### config.mk
export PLATFORM = sky130hd
export DESIGN_NAME = bech32chk_back
export DESIGN_NICKNAME = d
export VERILOG_FILES = /design/src/rtl/bech32chk_pkg.sv /design/src/rtl/bech32chk_back.sv
export SDC_FILE = /design/constraint.sdc
export NUM_CORES = 1
export LEC_CHECK = 0
export ABC_CLOCK_PERIOD_IN_PS = 5040
export BUFFER_PORTS_ARGS = -buffer_cell sky130_fd_sc_hd__buf_2
export CAP_MARGIN = 5
export CORE_MARGIN = 2
export CORE_UTILIZATION = 47
export CTS_CLUSTER_DIAMETER = 40
export CTS_CLUSTER_SIZE = 20
export DETAILED_ROUTE_END_ITERATION = 6
export PLACE_DENSITY = 0.74
export SLEW_MARGIN = 20
export SYNTH_ARGS = -nofsm -noshare
export SYNTH_HDL_FRONTEND = slang
export SYNTH_SLANG_ARGS = --single-unit
export TNS_END_PERCENT = 10
### constraint.sdc
create_clock -name clock -period 5.04 [get_ports clock]
set_input_delay 1.008 -clock clock [delete_from_list [all_inputs] [get_ports clock]]
set_output_delay 1.008 -clock clock [all_outputs]
set_load 0.02 [all_outputs]
### src/rtl/bech32chk_pkg.sv
// shared types, constants and functions of the bech32 segwit v0 address checker
package bech32chk_pkg;

   localparam int unsigned MAX_CHARS     = 90;
   localparam int unsigned PROGRAM_BYTES = 20;
   localparam int unsigned MIN_CHARS     = 14;
   localparam int unsigned POS_SAT       = 127;
   localparam int unsigned BYTES_SAT     = 63;
   localparam int unsigned DELAY_DEPTH   = 6;
   localparam int unsigned QUEUE_AW      = 2;
   localparam int unsigned QUEUE_DEPTH   = 1 << QUEUE_AW;

   localparam logic [7:0] CH_B   = 8'h62;
   localparam logic [7:0] CH_C   = 8'h63;
   localparam logic [7:0] CH_ONE = 8'h31;

   // classified character as it travels from the front to the back
   typedef struct packed {
      logic       bad_char;
      logic       is_b;
      logic       is_c;
      logic       is_one;
      logic       in_set;
      logic [4:0] value;
      logic       last;
   } class_type;

   function automatic logic [29:0] poly_advance(input logic [29:0] prev);
      logic [4:0]  top;
      logic [29:0] c;
      top = prev[29:25];
      c   = {prev[24:0], 5'd0};
      if (top[0]) c = c ^ 30'h3b6a57b2;
      if (top[1]) c = c ^ 30'h26508e6d;
      if (top[2]) c = c ^ 30'h1ea119fa;
      if (top[3]) c = c ^ 30'h3d4233dd;
      if (top[4]) c = c ^ 30'h2a1462b3;
      return c;
   endfunction

   // polymod over the expanded "bc" prefix
   function automatic logic [29:0] hrp_checksum();
      logic [29:0] c;
      c = 30'd1;
      c = poly_advance(c) ^ 30'(CH_B[7:5]);
      c = poly_advance(c) ^ 30'(CH_C[7:5]);
      c = poly_advance(c);
      c = poly_advance(c) ^ 30'(CH_B[4:0]);
      c = poly_advance(c) ^ 30'(CH_C[4:0]);
      return c;
   endfunction

   localparam logic [29:0] HRP_CHECK = hrp_checksum();

   // {found, value} for the bech32 charset
   function automatic logic [5:0] charset_lookup(input logic [7:0] ch);
      logic [5:0] r;
      case (ch)
         8'h71:   r = {1'b1, 5'd0};   // q
         8'h70:   r = {1'b1, 5'd1};   // p
         8'h7a:   r = {1'b1, 5'd2};   // z
         8'h72:   r = {1'b1, 5'd3};   // r
         8'h79:   r = {1'b1, 5'd4};   // y
         8'h39:   r = {1'b1, 5'd5};   // 9
         8'h78:   r = {1'b1, 5'd6};   // x
         8'h38:   r = {1'b1, 5'd7};   // 8
         8'h67:   r = {1'b1, 5'd8};   // g
         8'h66:   r = {1'b1, 5'd9};   // f
         8'h32:   r = {1'b1, 5'd10};  // 2
         8'h74:   r = {1'b1, 5'd11};  // t
         8'h76:   r = {1'b1, 5'd12};  // v
         8'h64:   r = {1'b1, 5'd13};  // d
         8'h77:   r = {1'b1, 5'd14};  // w
         8'h30:   r = {1'b1, 5'd15};  // 0
         8'h73:   r = {1'b1, 5'd16};  // s
         8'h33:   r = {1'b1, 5'd17};  // 3
         8'h6a:   r = {1'b1, 5'd18};  // j
         8'h6e:   r = {1'b1, 5'd19};  // n
         8'h35:   r = {1'b1, 5'd20};  // 5
         8'h34:   r = {1'b1, 5'd21};  // 4
         8'h6b:   r = {1'b1, 5'd22};  // k
         8'h68:   r = {1'b1, 5'd23};  // h
         8'h63:   r = {1'b1, 5'd24};  // c
         8'h65:   r = {1'b1, 5'd25};  // e
         8'h36:   r = {1'b1, 5'd26};  // 6
         8'h6d:   r = {1'b1, 5'd27};  // m
         8'h75:   r = {1'b1, 5'd28};  // u
         8'h61:   r = {1'b1, 5'd29};  // a
         8'h37:   r = {1'b1, 5'd30};  // 7
         8'h6c:   r = {1'b1, 5'd31};  // l
         default: r = 6'd0;
      endcase
      return r;
   endfunction

endpackage

### src/rtl/bech32chk_back.sv
// back stage: position checks, polymod, regrouping and the verdict register
module bech32chk_back (
   input  logic                    clock,
   input  logic                    reset,
   input  logic                    head_valid,
   input  bech32chk_pkg::class_type head_item,
   output logic                    head_pop,
   output logic                    rsp_empty,
   input  logic                    rsp_pop,
   output logic                    rsp_valid_res
);
   import bech32chk_pkg::*;

   logic [6:0]  pos_ff, pos_in;
   logic        failed_ff, failed_in;
   logic [29:0] poly_ff, poly_in;
   logic [4:0]  delay_ff [DELAY_DEPTH];
   logic [4:0]  delay_in [DELAY_DEPTH];
   logic [2:0]  fill_ff, fill_in;
   logic [7:0]  bits_ff, bits_in;
   logic [3:0]  rcount_ff, rcount_in;
   logic [5:0]  bytes_ff, bytes_in;
   logic        version_ff, version_in;
   logic        out_valid_ff, out_valid_in;
   logic        out_ff, out_in;
   logic        take;
   logic        ok;
   logic [7:0]  pad_mask;

   assign take     = head_valid && (!head_item.last || !out_valid_ff || rsp_pop);
   assign head_pop = take;

   always_comb begin
      pos_in     = pos_ff;
      failed_in  = failed_ff;
      poly_in    = poly_ff;
      delay_in   = delay_ff;
      fill_in    = fill_ff;
      bits_in    = bits_ff;
      rcount_in  = rcount_ff;
      bytes_in   = bytes_ff;
      version_in = version_ff;
      ok         = 1'b0;
      pad_mask   = 8'd0;

      if (head_item.bad_char || (pos_ff >= 7'(MAX_CHARS))) begin
         failed_in = 1'b1;
      end
      if (!failed_in) begin
         if (pos_ff == 7'd0) begin
            failed_in = !head_item.is_b;
         end else if (pos_ff == 7'd1) begin
            failed_in = !head_item.is_c;
         end else if (pos_ff == 7'd2) begin
            if (!head_item.is_one) begin
               failed_in = 1'b1;
            end else begin
               poly_in = HRP_CHECK;
            end
         end else if (!head_item.in_set) begin
            failed_in = 1'b1;
         end else begin
            poly_in = poly_advance(poly_ff) ^ 30'(head_item.value);
            if (pos_ff == 7'd3) begin
               if (head_item.value != 5'd0) begin
                  failed_in = 1'b1;
               end else begin
                  version_in = 1'b1;
               end
            end else if (fill_ff >= 3'(DELAY_DEPTH)) begin
               // oldest delayed value goes to the 5-to-8 bit regroup
               bits_in   = {bits_ff[2:0], delay_ff[0]};
               rcount_in = rcount_ff + 4'd5;
               if (rcount_in >= 4'd8) begin
                  rcount_in = rcount_in - 4'd8;
                  if (bytes_ff < 6'(BYTES_SAT)) begin
                     bytes_in = bytes_ff + 6'd1;
                  end
               end
               for (int i = 0; i < DELAY_DEPTH - 1; i++) begin
                  delay_in[i] = delay_ff[i+1];
               end
               delay_in[DELAY_DEPTH-1] = head_item.value;
            end else begin
               delay_in[fill_ff] = head_item.value;
               fill_in           = fill_ff + 3'd1;
            end
         end
      end

      if (pos_ff < 7'(POS_SAT)) begin
         pos_in = pos_ff + 7'd1;
      end

      if (head_item.last) begin
         pad_mask = (8'd1 << rcount_in[2:0]) - 8'd1;
         ok = !failed_in
            && (pos_in >= 7'(MIN_CHARS)) && (pos_in <= 7'(MAX_CHARS))
            && (poly_in == 30'd1)
            && version_in
            && (fill_in == 3'(DELAY_DEPTH))
            && (rcount_in < 4'd5)
            && ((bits_in & pad_mask) == 8'd0)
            && (bytes_in == 6'(PROGRAM_BYTES));
         pos_in     = '0;
         failed_in  = 1'b0;
         poly_in    = 30'd1;
         fill_in    = '0;
         bits_in    = '0;
         rcount_in  = '0;
         bytes_in   = '0;
         version_in = 1'b0;
      end

      out_valid_in = out_valid_ff;
      out_in       = out_ff;
      if (take && head_item.last) begin
         out_valid_in = 1'b1;
         out_in       = ok;
      end else if (rsp_pop) begin
         out_valid_in = 1'b0;
      end
   end

   always_ff @(posedge clock) begin
      if (reset) begin
         pos_ff       <= '0;
         failed_ff    <= 1'b0;
         poly_ff      <= 30'd1;
         fill_ff      <= '0;
         bits_ff      <= '0;
         rcount_ff    <= '0;
         bytes_ff     <= '0;
         version_ff   <= 1'b0;
         out_valid_ff <= 1'b0;
      end else begin
         out_valid_ff <= out_valid_in;
         if (take) begin
            pos_ff     <= pos_in;
            failed_ff  <= failed_in;
            poly_ff    <= poly_in;
            fill_ff    <= fill_in;
            bits_ff    <= bits_in;
            rcount_ff  <= rcount_in;
            bytes_ff   <= bytes_in;
            version_ff <= version_in;
         end
      end
      if (take) begin
         delay_ff <= delay_in;
      end
      out_ff <= out_in;
   end

   assign rsp_empty     = !out_valid_ff;
   assign rsp_valid_res = out_ff;

endmodule

## Yosys cells after proc, flatten, opt, wreduce, memory -nomap -nowiden

Index checks and enable logic that the tools add are counted.

- Word-level logic and storage cells: 174
- Input bits: 15
- Flip-flop bits (word level): 92

- Bitwise logic cells: 13
- Reduce and logical (&&, ||, !) cells: 24
- Add/subtract/negate cells: 6
- Magnitude comparators: 10
- Eq/ne operators: 6
- Shifts and indexed selects: 1
- Multiplexer cells: 98

Operator list:

| operator | number |
|---|---|
| 2-to-1 mux 30 bit | 37 |
| 2-to-1 mux 8 bit | 8 |
| 2-to-1 mux 6 bit | 10 |
| 2-to-1 mux 4 bit | 9 |
| bitwise mux 30 bit | 1 |
| == test 30 x 1 -> 1 bit (second input constant) | 1 |
| XOR 30 x 5 -> 30 bit | 1 |
| 2-to-1 mux 29 bit | 1 |
| 2-to-1 mux 3 bit | 8 |
| 2-to-1 mux 1 bit | 20 |
| inverter 18 bit | 1 |
| inverter 17 bit | 1 |
| inverter 16 bit | 1 |
| demux 5 bit (select 3 bit) | 1 |
| == test 7 x 2 -> 1 bit (second input constant) | 2 |
| 2-to-1 mux 7 bit | 2 |
| inverter 14 bit | 1 |
| inverter 13 bit | 1 |
| logical AND 1 bit | 11 |
| AND 8 bit | 1 |
| greater-or-equal comparator 4 bit (second input constant) | 2 |
| zero test 8 bit | 1 |
| << shifter 1 x 3 -> 8 bit (first input constant) | 1 |
| subtractor 8 x 1 -> 8 bit (second input constant) | 1 |
| 25 further kinds | 35 |

## Longest topological paths before layout

Gate-level depths: netlist of the first run.

- Depth after elaboration: 48
- Mapped depth: 11
- Gate-level depth less buffers: 9

## Worst setup path before layout of the first run

OpenSTA, ideal clock, no wires.

- Kind: input to output
- Start point: input rsp_pop
- End point: output head_pop
- Arrival time: 1.979 ns
- Slack: 2.053 ns
- Stages: 5
- Required time: 4.032 ns
- Cells stage by stage: nand3b_1 nand2_1 inv_1 clkbuf_1 clkbuf_1

- Word-level cells in the longest chain between the ends: 2

Ends and longest elaborated chain:

| what | line | source |
|---|---|---|
| start, declared | bech32chk_back.sv:9 | `input logic rsp_pop,` |
| logical OR 1 bit | bech32chk_back.sv:30 | `assign take = head_valid && (!head_item.last \|\| !out_valid_ff \|\| rsp_pop);` |
| logical AND 1 bit | bech32chk_back.sv:30 |  |
| end, declared | bech32chk_back.sv:7 | `output logic head_pop,` |

No other way between the ends.

## Worst setup path in the final report of the first run

- Start point: input head_item[0] (netlist name)
- End point: output head_pop

- Word-level cells in the longest chain between the ends: 4

Ends and longest elaborated chain:

| what | line | source |
|---|---|---|
| start, declared | bech32chk_back.sv:6 | `input bech32chk_pkg::class_type head_item,` |
| zero test 1 bit | bech32chk_back.sv:30 |  |
| logical OR 1 bit (2 in a row) | bech32chk_back.sv:30 |  |
| logical AND 1 bit | bech32chk_back.sv:30 |  |

No other way between the ends.

==> results.cfg, run 1 <==
[critical_path]
path_buf_inv = 5
r2r-start = fill_ff[0]
startpoint = head_item[0]
arrival_ns = 2.41
r2r_slack_ns = 1.69
path_depth = 7
reg2reg_to = rsp_valid_res
cp_slowest_cell = buf_2
path_class = in -> out
cp-end-kind = output port
endpoint = head_pop
rr_worst_depth = 9
crit_chain = buf_2 > nand3b_1 > nand2_1 > buf_4 > inv_1 > buf_4 > buf_2
critPathMaxStageDelay_ns = 0.39
cp-start-kind = input port
required_ns = 4.03
critical-path-top-delay-family = buffers and inverters
crit_fanout = 22

[die]
die_w_um = 110.2
die_height_um = 110.2
ios = 18
rows = 38
start_util_pct = 48.48
fp.dieArea_mm2 = 0.01215
core-area_mm2 = 0.01094

[yosys]
seq_area_frac_synth_pct = 36.44
ys_ff_latch = 84
synth_top_family_by_area = compound AO/OA/AOI/OAI gates
syn_inst = 617
synth_compound_area_share_pct = 23.81
synth_edf_count = 25
syn_nets = 640
synth_cell_types = 82
synth_xor_area_share_pct = 9.582
synth-simple-area-share_pct = 22.59
synthAdderAreaFrac_pct = 1.888
synthMuxAreaShare_pct = 0.7553
synth_flop_cell = dfxtp_1
postSynthAreaPerCell_um2 = 8.592
async_reset_ff_share_pct = 0
ys_warn_count = 0
synth_area_mm2 = 0.005301

[clock_network]
clk_pin_slew_ns = 0.06
cts_setup_buffers = 0
numCtsBuffers = 9
htree_levels = 3
cts_max_path_buffers = 2
ctsResizeCount = 0
cts_tree = yes
cts-root-buf = clkbuf_16
clk_latency_ns = 0.34
ctsHoldBuffers = 0
clock-sinks = 84

[power_and_ir_drop]
ir_worst_vdd_mv = 0.1990
p_leak_nw = 2.083
powerDensity_mw_per_mm2 = 262.6
power_w = 0.001495

[placed_design]
port_buffers = 17
gp_congestion = 0.9872
postPlaceCellArea_mm2 = 0.005379
hpwl_um = 9580

[routing]
wire_per_inst_um = 18.72
vias = 4789
drt-initial-drc-count = 490
postRouteAntennaNets = 0
drcViolationCount = 0
drt-vias-per-instance = 6.402
first_pass_iters = 5
wirelength_um = 14000

[final_layout]
multi_input_area_mm2 = 0.003110
nets = 626
syn2layout_area_growth_pct = 7.411
layout_commonest_cell = nor2_1
final_cell_area_mm2 = 0.005694
final_cell_mix = nor2_1 (91), dfxtp_1 (59), a21oi_1 (39)
regArea_mm2 = 0.001932
fillers = 1050
antennaDiodeCount = 0
final_util_pct = 52.07
drive_above_1_share_pct = 10.20

[timing]
rsz0062_at_grt = no
final.setup_skew_ns = 0.009566
setup_violations = 0
fin_crit_sh_pct = 67.84
worst_pin_slew_ns = 1.117
slew_violations = 0
slew_headroom_pct = 25.55
min_period_ns = 3.419
hold_violations = 0
tns_ns = 0
max_freq_ghz = 0.2925
hold-worst-slack_ns = 0.4993

[grt]
grt_max_degree = 59
antenna_found_initial = 0
grt_pass1_vias = 4495
overflow = 0
globalRouteTotalUtil_pct = 24.03
grt_pass1_wl_um = 22630

[min_path]
hold_depth = 2
min_path_type = reg -> reg

[flow_run]
cap_violations = 0

[run_status]
outcome = completed
## per-layer routing
metal  up-vias  GRT usage (%)  part of all wire, %
met3        32          5.350                  8.7
met5         -              0                    0
li1       2243              -                    -
met4         0          9.107                  2.2
met1      2259          32.22                   43
met2       255          37.91                   46
## registers in the layout (all words and copies together) (netlist names)
signal and cells:
poly_ff 30, delay_ff 24, pos_ff 7, bits_ff 6, bytes_ff 6, rcount_ff 4, fill_ff 3, failed_ff 1
out_valid_ff 1, rsp_valid_res 1, version_ff 1
## synthesized netlist by cell type (4+ instances only)
library cell,instances,area share [%]
a21boi_0,5,0.71
a21o_1,5,0.71
a21oi_1,39,3.7
a22o_1,16,2.6
a22oi_1,32,4.5
a31oi_1,11,1.3
and2_1,8,0.94
and3_1,12,1.4
buf_2,8,0.76
clkbuf_1,29,2.1
dfxtp_1,59,22
edfxtp_1,25,14
ha_1,8,1.9
inv_1,14,0.99
mux2i_1,4,0.76
nand2_1,28,2.0
nand2b_1,6,0.71
nand3_1,14,1.3
nand4_1,5,0.59
nor2_1,92,6.5
nor3_1,23,2.2
nor3b_1,4,0.57
nor4_1,4,0.47
o21ai_0,27,2.5
o31ai_1,4,0.57
or3_1,5,0.59
xnor2_1,24,4.0
xor2_1,18,3.0
## worst register-to-register path, cell delays in order (launching register included)
cell,delay (ns)
dfxtp_1,0.48
clkinv_1,0.29
ha_1,0.32
o21ai_1,0.53
a211oi_1,0.18
a211oi_1,0.34
o2111ai_1,0.24
a221oi_1,0.36
nand4_1,0.17
nor4_2,0.27
## how the worst min path moves through the flow
stage	from	endpoint	slack (ns)
finish	bits_ff[3]	bits_ff[3]	0.50
CTS	version_ff	version_ff	0.51
global route	version_ff	version_ff	0.52
detailed placement	version_ff	version_ff	0.49
global placement	bits_ff[3]	bits_ff[3]	0.48
floorplan	bits_ff[3]	bits_ff[3]	0.46
## per-stage QoR
step | cells | setup slack (ns)
after floorplan | 617 | 2.053
after global placement | 732 | 1.724
after global routing | 748 | 1.557
after detailed placement | 732 | 1.667
after CTS | 748 | 1.630
final | 748 | 1.621
## layout make-up
type / instances / area share [%]
Clock inverter: 4 / 0.9888
Multi-Input combinational cell: 473 / 54.63
Inverter: 15 / 0.9888
Clock buffer: 12 / 4.505
Timing Repair Buffer: 20 / 1.890
Tap cell: 140 / 3.076
Sequential cell: 84 / 33.93
## power by group
group	internal, W	switching [W]
Sequential	0.000695	0.00000401
Clock	0.000415	0.000276
Combinational	0.0000312	0.0000736
## kinds of logic after synthesis
family / count (synthesis)
AOI/OAI and AO/OA: 181
xor gates and xnor gates: 49
adders and majority gates: 8
buffers and inverters: 60
DFF: 84
muxes: 4
and+or+nand+nor: 231
Power figures use the tool's default switching activity.
==> run 2, diff against run 1 <==
--- a/config.mk
+++ b/config.mk
@@ -5,7 +5,8 @@
 export SDC_FILE = /design/constraint.sdc
 export NUM_CORES = 1
 export LEC_CHECK = 0
-export ABC_CLOCK_PERIOD_IN_PS = 5040
+export ABC_AREA = 1
+export ABC_CLOCK_PERIOD_IN_PS = 3500
 export BUFFER_PORTS_ARGS = -buffer_cell sky130_fd_sc_hd__buf_2
 export CAP_MARGIN = 5
 export CORE_MARGIN = 2
==> constraint.sdc (replaced) <==
create_clock -name clock -period 3.5 [get_ports clock]
set_input_delay 0.7 -clock clock [delete_from_list [all_inputs] [get_ports clock]]
set_output_delay 0.7 -clock clock [all_outputs]
set_load 0.02 [all_outputs]
==> run 2 against run 1 <==
Register-to-register slack worse by 1.2 ns. Via count is 27% higher. Synthesized area is 14% higher. Highest routed layer unchanged. Largest power group unchanged.
==> results.cfg, run 2 <==
[run_status]
outcome = completed

[yosys]
syn_nets = 983
yosys.cell_count.top_type = nand2_1
synth_common_cells = nand2_1 (364), nor2_1 (88), inv_1 (87)
synth_xor_area_share_pct = 2.470
synth_area_mm2 = 0.006028
synth_flop_cell = dfxtp_1
yosysTopAreaCellShare_pct = 22.67
seq_area_frac_synth_pct = 35.37
synth_compound_area_share_pct = 12.62
postSynthAreaPerCell_um2 = 6.279
syn_inst = 960
ys_ff_latch = 91
async_reset_ff_share_pct = 0
synth_area_leaders = nand2_1 (23%), dfxtp_1 (20%), edfxtp_1 (15%)
synth_top_area_cell = nand2_1
synth-simple-area-share_pct = 38.90
synth_cell_types = 35
synthAdderAreaFrac_pct = 1.660
ys_warn_count = 0
synth_edf_count = 31
synthMuxAreaShare_pct = 0
synth_top_family_by_area = simple AND/OR/NAND/NOR gates

[power_and_ir_drop]
power_switching_w = 0.0005669
powerDensity_mw_per_mm2 = 345.6
power.share.switching_pct = 25.07
ir_worst_vdd_mv = 0.2111
comb_power_share_pct = 8.4
p_leak_nw = 2.780
p_seq_share_pct = 48.5
power_frac_clock_pct = 43.2
internal_power_w = 0.001694

[final_layout]
fin_cells = 1138
final_cell_mix = nand2_1 (363), inv_1 (87), nor2_1 (87)
drive_above_1_share_pct = 7.660
reg_top3 = delay_ff x30, poly_ff x30
syn2layout_area_growth_pct = 8.530
layout_commonest_cell = nand2_1
final_util_pct = 52.06
antennaDiodeCount = 0
nets = 984

[clock_network]
numCtsBuffers = 9
cts_max_path_buffers = 2
cts_setup_buffers = 0
clock-sinks = 91
ctsResizeCount = 0
htree_levels = 3
clk_pin_slew_ns = 0.07
cts_tree = yes
ctsHoldBuffers = 0
clk_latency_ns = 0.35
cts-root-buf = clkbuf_16

[critical_path]
rr_worst_depth = 17
required_ns = 3.71
arrival_ns = 3.18
cp-start-kind = flip-flop
reg2reg_to = rsp_valid_res
r2r_slack_ns = 0.53
startpoint = pos_ff[0]
endpoint = rsp_valid_res
crit_fanout = 18
r2r-start = pos_ff[0]
cp-end-kind = flip-flop
path_class = reg -> reg

[die]
fp.dieArea_mm2 = 0.01375
rows = 41
start_util_pct = 47.96
die_w_um = 117.3
die_height_um = 117.3
core-area_mm2 = 0.01257
ios = 18

[grt]
grt_max_degree = 53
globalRouteTotalUtil_pct = 24.78
grt_pass1_vias = 5557
grt_pass1_wl_um = 26680
overflow = 0
antenna_found_initial = 0

[routing]
drt-initial-drc-count = 650
wire_per_inst_um = 14.12
drcViolationCount = 0
first_pass_iters = 5
wirelength_um = 16070
drt-vias-per-instance = 5.342
postRouteAntennaNets = 0
vias = 6079

[flow_run]
cap_violations = 0

[timing]
tns_ns = 0
final.setup_skew_ns = 0.009098
max_freq_ghz = 0.3367
rsz0062_at_grt = no
worst_pin_slew_ns = 0.6209
slew_headroom_pct = 58.61
slew_violations = 0
hold_violations = 0
fin_crit_sh_pct = 84.87
min_period_ns = 2.970
setup_violations = 0

[min_path]
min_path_type = reg -> reg

[placed_design]
hpwl_um = 11300
placed_cells = 1122
port_buffers = 17
gp_congestion = 0.9780
-- run 2: worst min path at each step --
stage	startpoint	to	cells after the start
after global placement	version_ff	version_ff	2
final	version_ff	version_ff	2
after detailed placement	version_ff	version_ff	2
after floorplan	version_ff	version_ff	2
after global routing	bits_ff[4]	bits_ff[4]	2
after CTS	version_ff	version_ff	2
-- run 2: cell type report --
class	instances	area, um2
Inverter	96	360.3
Clock buffer	10	229.0
Fill cell	1279	6026
Sequential cell	91	2132
Tap cell	172	215.2
Timing Repair Buffer	29	175.2
Multi-Input combinational cell	734	3364
Clock inverter	6	66.31
-- run 2: per-layer routing --
| metal | track usage (%) | part of all wire (%) | up-vias |
|---|---|---|---|
| li1 | - | - | 3077 |
| met1 | 33.33 | 46 | 2766 |
| met2 | 40.00 | 45 | 210 |
| met3 | 5.355 | 6.7 | 26 |
| met4 | 7.529 | 2.0 | 0 |
| met5 | 0 | 0 | - |
-- run 2: kinds of logic (layout without fill, tap and decap cells) --
| logic type | Yosys count | in the layout |
|---|---|---|
| simple gates | 567 | 567 |
| compound gates | 142 | 142 |
| fa+ha+maj | 8 | 8 |
| flops | 91 | 91 |
| buf+inv | 135 | 141 |
| xor+xnor | 17 | 17 |
-- run 2: power by group through the flow --
stage / clock (W) / sequential [W] / combinational [W]
after detailed placement: 0 / 0.00112 / 0.000184
final: 0.000976 / 0.00110 / 0.000189
after floorplan: 0 / 0.00112 / 0.000126
after CTS: 0.000996 / 0.00110 / 0.000186
after global routing: 0.00103 / 0.00110 / 0.000207
after global placement: 0 / 0.00112 / 0.000184
-- run 2: critical path, stage by stage, from the launching register on --
cell and delay, ns:
dfxtp_1 0.40, inv_1 0.11, ha_1 0.22, inv_1 0.07, nand3_1 0.11, nand2_1 0.09, nand2_1 0.09, nor2_2 0.43
nand2_4 0.26, nand2_1 0.12, nand2_1 0.07, inv_1 0.05, nand2_1 0.05, nor2_1 0.13, nand3_1 0.14, nor2_1 0.26
nand2_1 0.09, nor2_1 0.11
-- run 2: per-stage QoR --
step                      cell area [um2]  total power [W]  setup slack [ns]  hold slack [ns]
after global placement               6247         0.001304            0.5918           0.4370
after floorplan                      6028         0.001245             1.129           0.4268
after global routing                 6543         0.002338            0.3240           0.4927
after detailed placement             6247         0.001304            0.5782           0.4461
final                                6543         0.002261            0.5297           0.4531
after CTS                            6543         0.002278            0.6128           0.4566
==> run 3, diff against run 2 <==
--- a/config.mk
+++ b/config.mk
@@ -6,7 +6,7 @@
 export NUM_CORES = 1
 export LEC_CHECK = 0
 export ABC_AREA = 1
-export ABC_CLOCK_PERIOD_IN_PS = 3500
+export ABC_CLOCK_PERIOD_IN_PS = 2760
 export BUFFER_PORTS_ARGS = -buffer_cell sky130_fd_sc_hd__buf_2
 export CAP_MARGIN = 5
 export CORE_MARGIN = 2
==> constraint.sdc (replaced) <==
create_clock -name clock -period 2.76 [get_ports clock]
set_input_delay 0.552 -clock clock [delete_from_list [all_inputs] [get_ports clock]]
set_output_delay 0.552 -clock clock [all_outputs]
set_load 0.02 [all_outputs]
==> run 3 against run 2 <==
Maximum frequency is 19% higher. Non-clock buffer count up 13. Register-to-register slack worse by 0.27 ns. Clock skew down 0.0021 ns. Combinational power rose by 30%. Worst setup slack got worse by 0.27 ns. Global-route usage is 0.52 points higher.
==> results.cfg, run 3 (same netlist as run 2, synthesis figures left out) <==
[timing]
setup_violations = 0
hold_violations = 0
rsz0062_at_grt = no
max_freq_ghz = 0.3992
slew_headroom_pct = 56.24
slew_violations = 0
final.setup_skew_ns = 0.006953
min_period_ns = 2.505
worst_pin_slew_ns = 0.6564
tns_ns = 0
fin_crit_sh_pct = 90.75

[routing]
first_pass_iters = 6
wirelength_um = 16470
drcViolationCount = 0
postRouteAntennaNets = 0
vias = 6151
wire_per_inst_um = 14.31
drt-vias-per-instance = 5.344
drt-initial-drc-count = 554

[die]
fp.dieArea_mm2 = 0.01375
ios = 18
rows = 41
die_w_um = 117.3
start_util_pct = 47.96
core-area_mm2 = 0.01257
die_height_um = 117.3

[clock_network]
htree_levels = 3
clk_latency_ns = 0.36
numCtsBuffers = 9
cts_max_path_buffers = 2
clock-sinks = 91
cts-root-buf = clkbuf_16
cts_tree = yes
clk_pin_slew_ns = 0.07

[critical_path]
endpoint = rsp_valid_res
path_class = reg -> reg
cp-end-kind = flip-flop
required_ns = 2.99
startpoint = pos_ff[0]
r2r_slack_ns = 0.26
crit_fanout = 18
reg2reg_to = rsp_valid_res
cp-start-kind = flip-flop
rr_worst_depth = 15
r2r-start = pos_ff[0]
arrival_ns = 2.73

[run_status]
outcome = completed

[placed_design]
hpwl_um = 11490
gp_congestion = 0.9695
port_buffers = 17
postPlaceCellArea_mm2 = 0.006330

[final_layout]
layout_commonest_cell = nand2_1
final_cell_mix = nand2_1 (362), inv_1 (87), nor2_1 (87)
final_cell_area_mm2 = 0.006709
nets = 997
drive_above_1_share_pct = 9.295
reg_top3 = delay_ff x30, poly_ff x30
syn2layout_area_growth_pct = 11.29
antennaDiodeCount = 0
final_util_pct = 53.38

[power_and_ir_drop]
p_leak_nw = 2.884
powerDensity_mw_per_mm2 = 463.2
ir_worst_vdd_mv = 0.3246

[flow_run]
cap_violations = 0

[grt]
grt_pass1_wl_um = 27000
antenna_found_initial = 0
grt_max_degree = 49
grt_pass1_vias = 5676
globalRouteTotalUtil_pct = 25.30
overflow = 0

[min_path]
min_path_type = reg -> reg
-- run 3: cell count changes in the layout (fill, tap and decap cells not counted), moves of 2 or more --
cell        change
bufinv_16       +2
clkinvlp_4      -3
buf_4          +13
o21ai_2         +2
inv_6           +2
o21ai_1         -2
-- run 3: through the flow --
stage          power (W)  hold WS [ns]  setup WS [ns]  instances
2_1_floorplan   0.001579        0.4268         0.5371        960
5_1_grt         0.003201        0.4819       0.006024       1151
3_3_place_gp    0.001657        0.4371         0.1732       1133
4_1_cts         0.003116        0.4545        0.08991       1149
6_report        0.003107        0.4511         0.2552       1151
3_5_place_dp    0.001658        0.4432         0.1264       1133
-- run 3: report_power, final --
| part | internal, W | total (W) | leakage [nW] | switching [W] |
|---|---|---|---|---|
| registers | 0.00138 | 0.00139 | 0.768 | 0.00000649 |
| logic | 0.0000690 | 0.000246 | 1.95 | 0.000177 |
| clock network | 0.000895 | 0.00147 | 0.170 | 0.000576 |
| total | 0.00235 | 0.00311 | 2.88 | 0.000759 |
-- run 3: worst max-delay path, stage by stage (launching register included) --
cell and delay [ns]:
dfxtp_2 0.35, inv_1 0.11, ha_1 0.18, nand2_1 0.07, nor2_1 0.31, buf_4 0.26, nand2_2 0.08, nand2_4 0.20
nand2_1 0.10, nand2_1 0.08, nand3_1 0.08, nor2_1 0.09, nand3_1 0.11, nor2_1 0.15, nand2_1 0.09, nor2_1 0.10
-- run 3: how the worst min path moves through the flow --
stage               startpoint    endpoint  cells after the start
global route        bits_ff[1]  bits_ff[1]                      2
finish              version_ff  version_ff                      2
CTS                 version_ff  version_ff                      2
detailed placement  version_ff  version_ff                      2
floorplan           version_ff  version_ff                      2
global placement    version_ff  version_ff                      2
-- run 3: layout make-up --
class,count,area (um2)
flip-flops and latches,91,2133
well taps,172,215.2
inverters,96,360.3
clock inverters,7,122.6
clock buffers,9,225.2
fillers,1235,5859
repair buffers,42,272.8
multi-input cells,734,3379
-- run 3: what timing repair did --
| item | CTS | global route |
|---|---|---|
| setup buffers | 0 | 2 |
| hold buffers | 0 | 0 |
| resized for setup | 0 | 5 |
| setup endpoints to repair | 0 | 1 |
-- run 3: routing by layer --
metal	wire, um	GRT usage, %
met1	7582	33.90
met2	7236	40.73
met3	1124	4.171
met4	522	10.27
met5	0	0
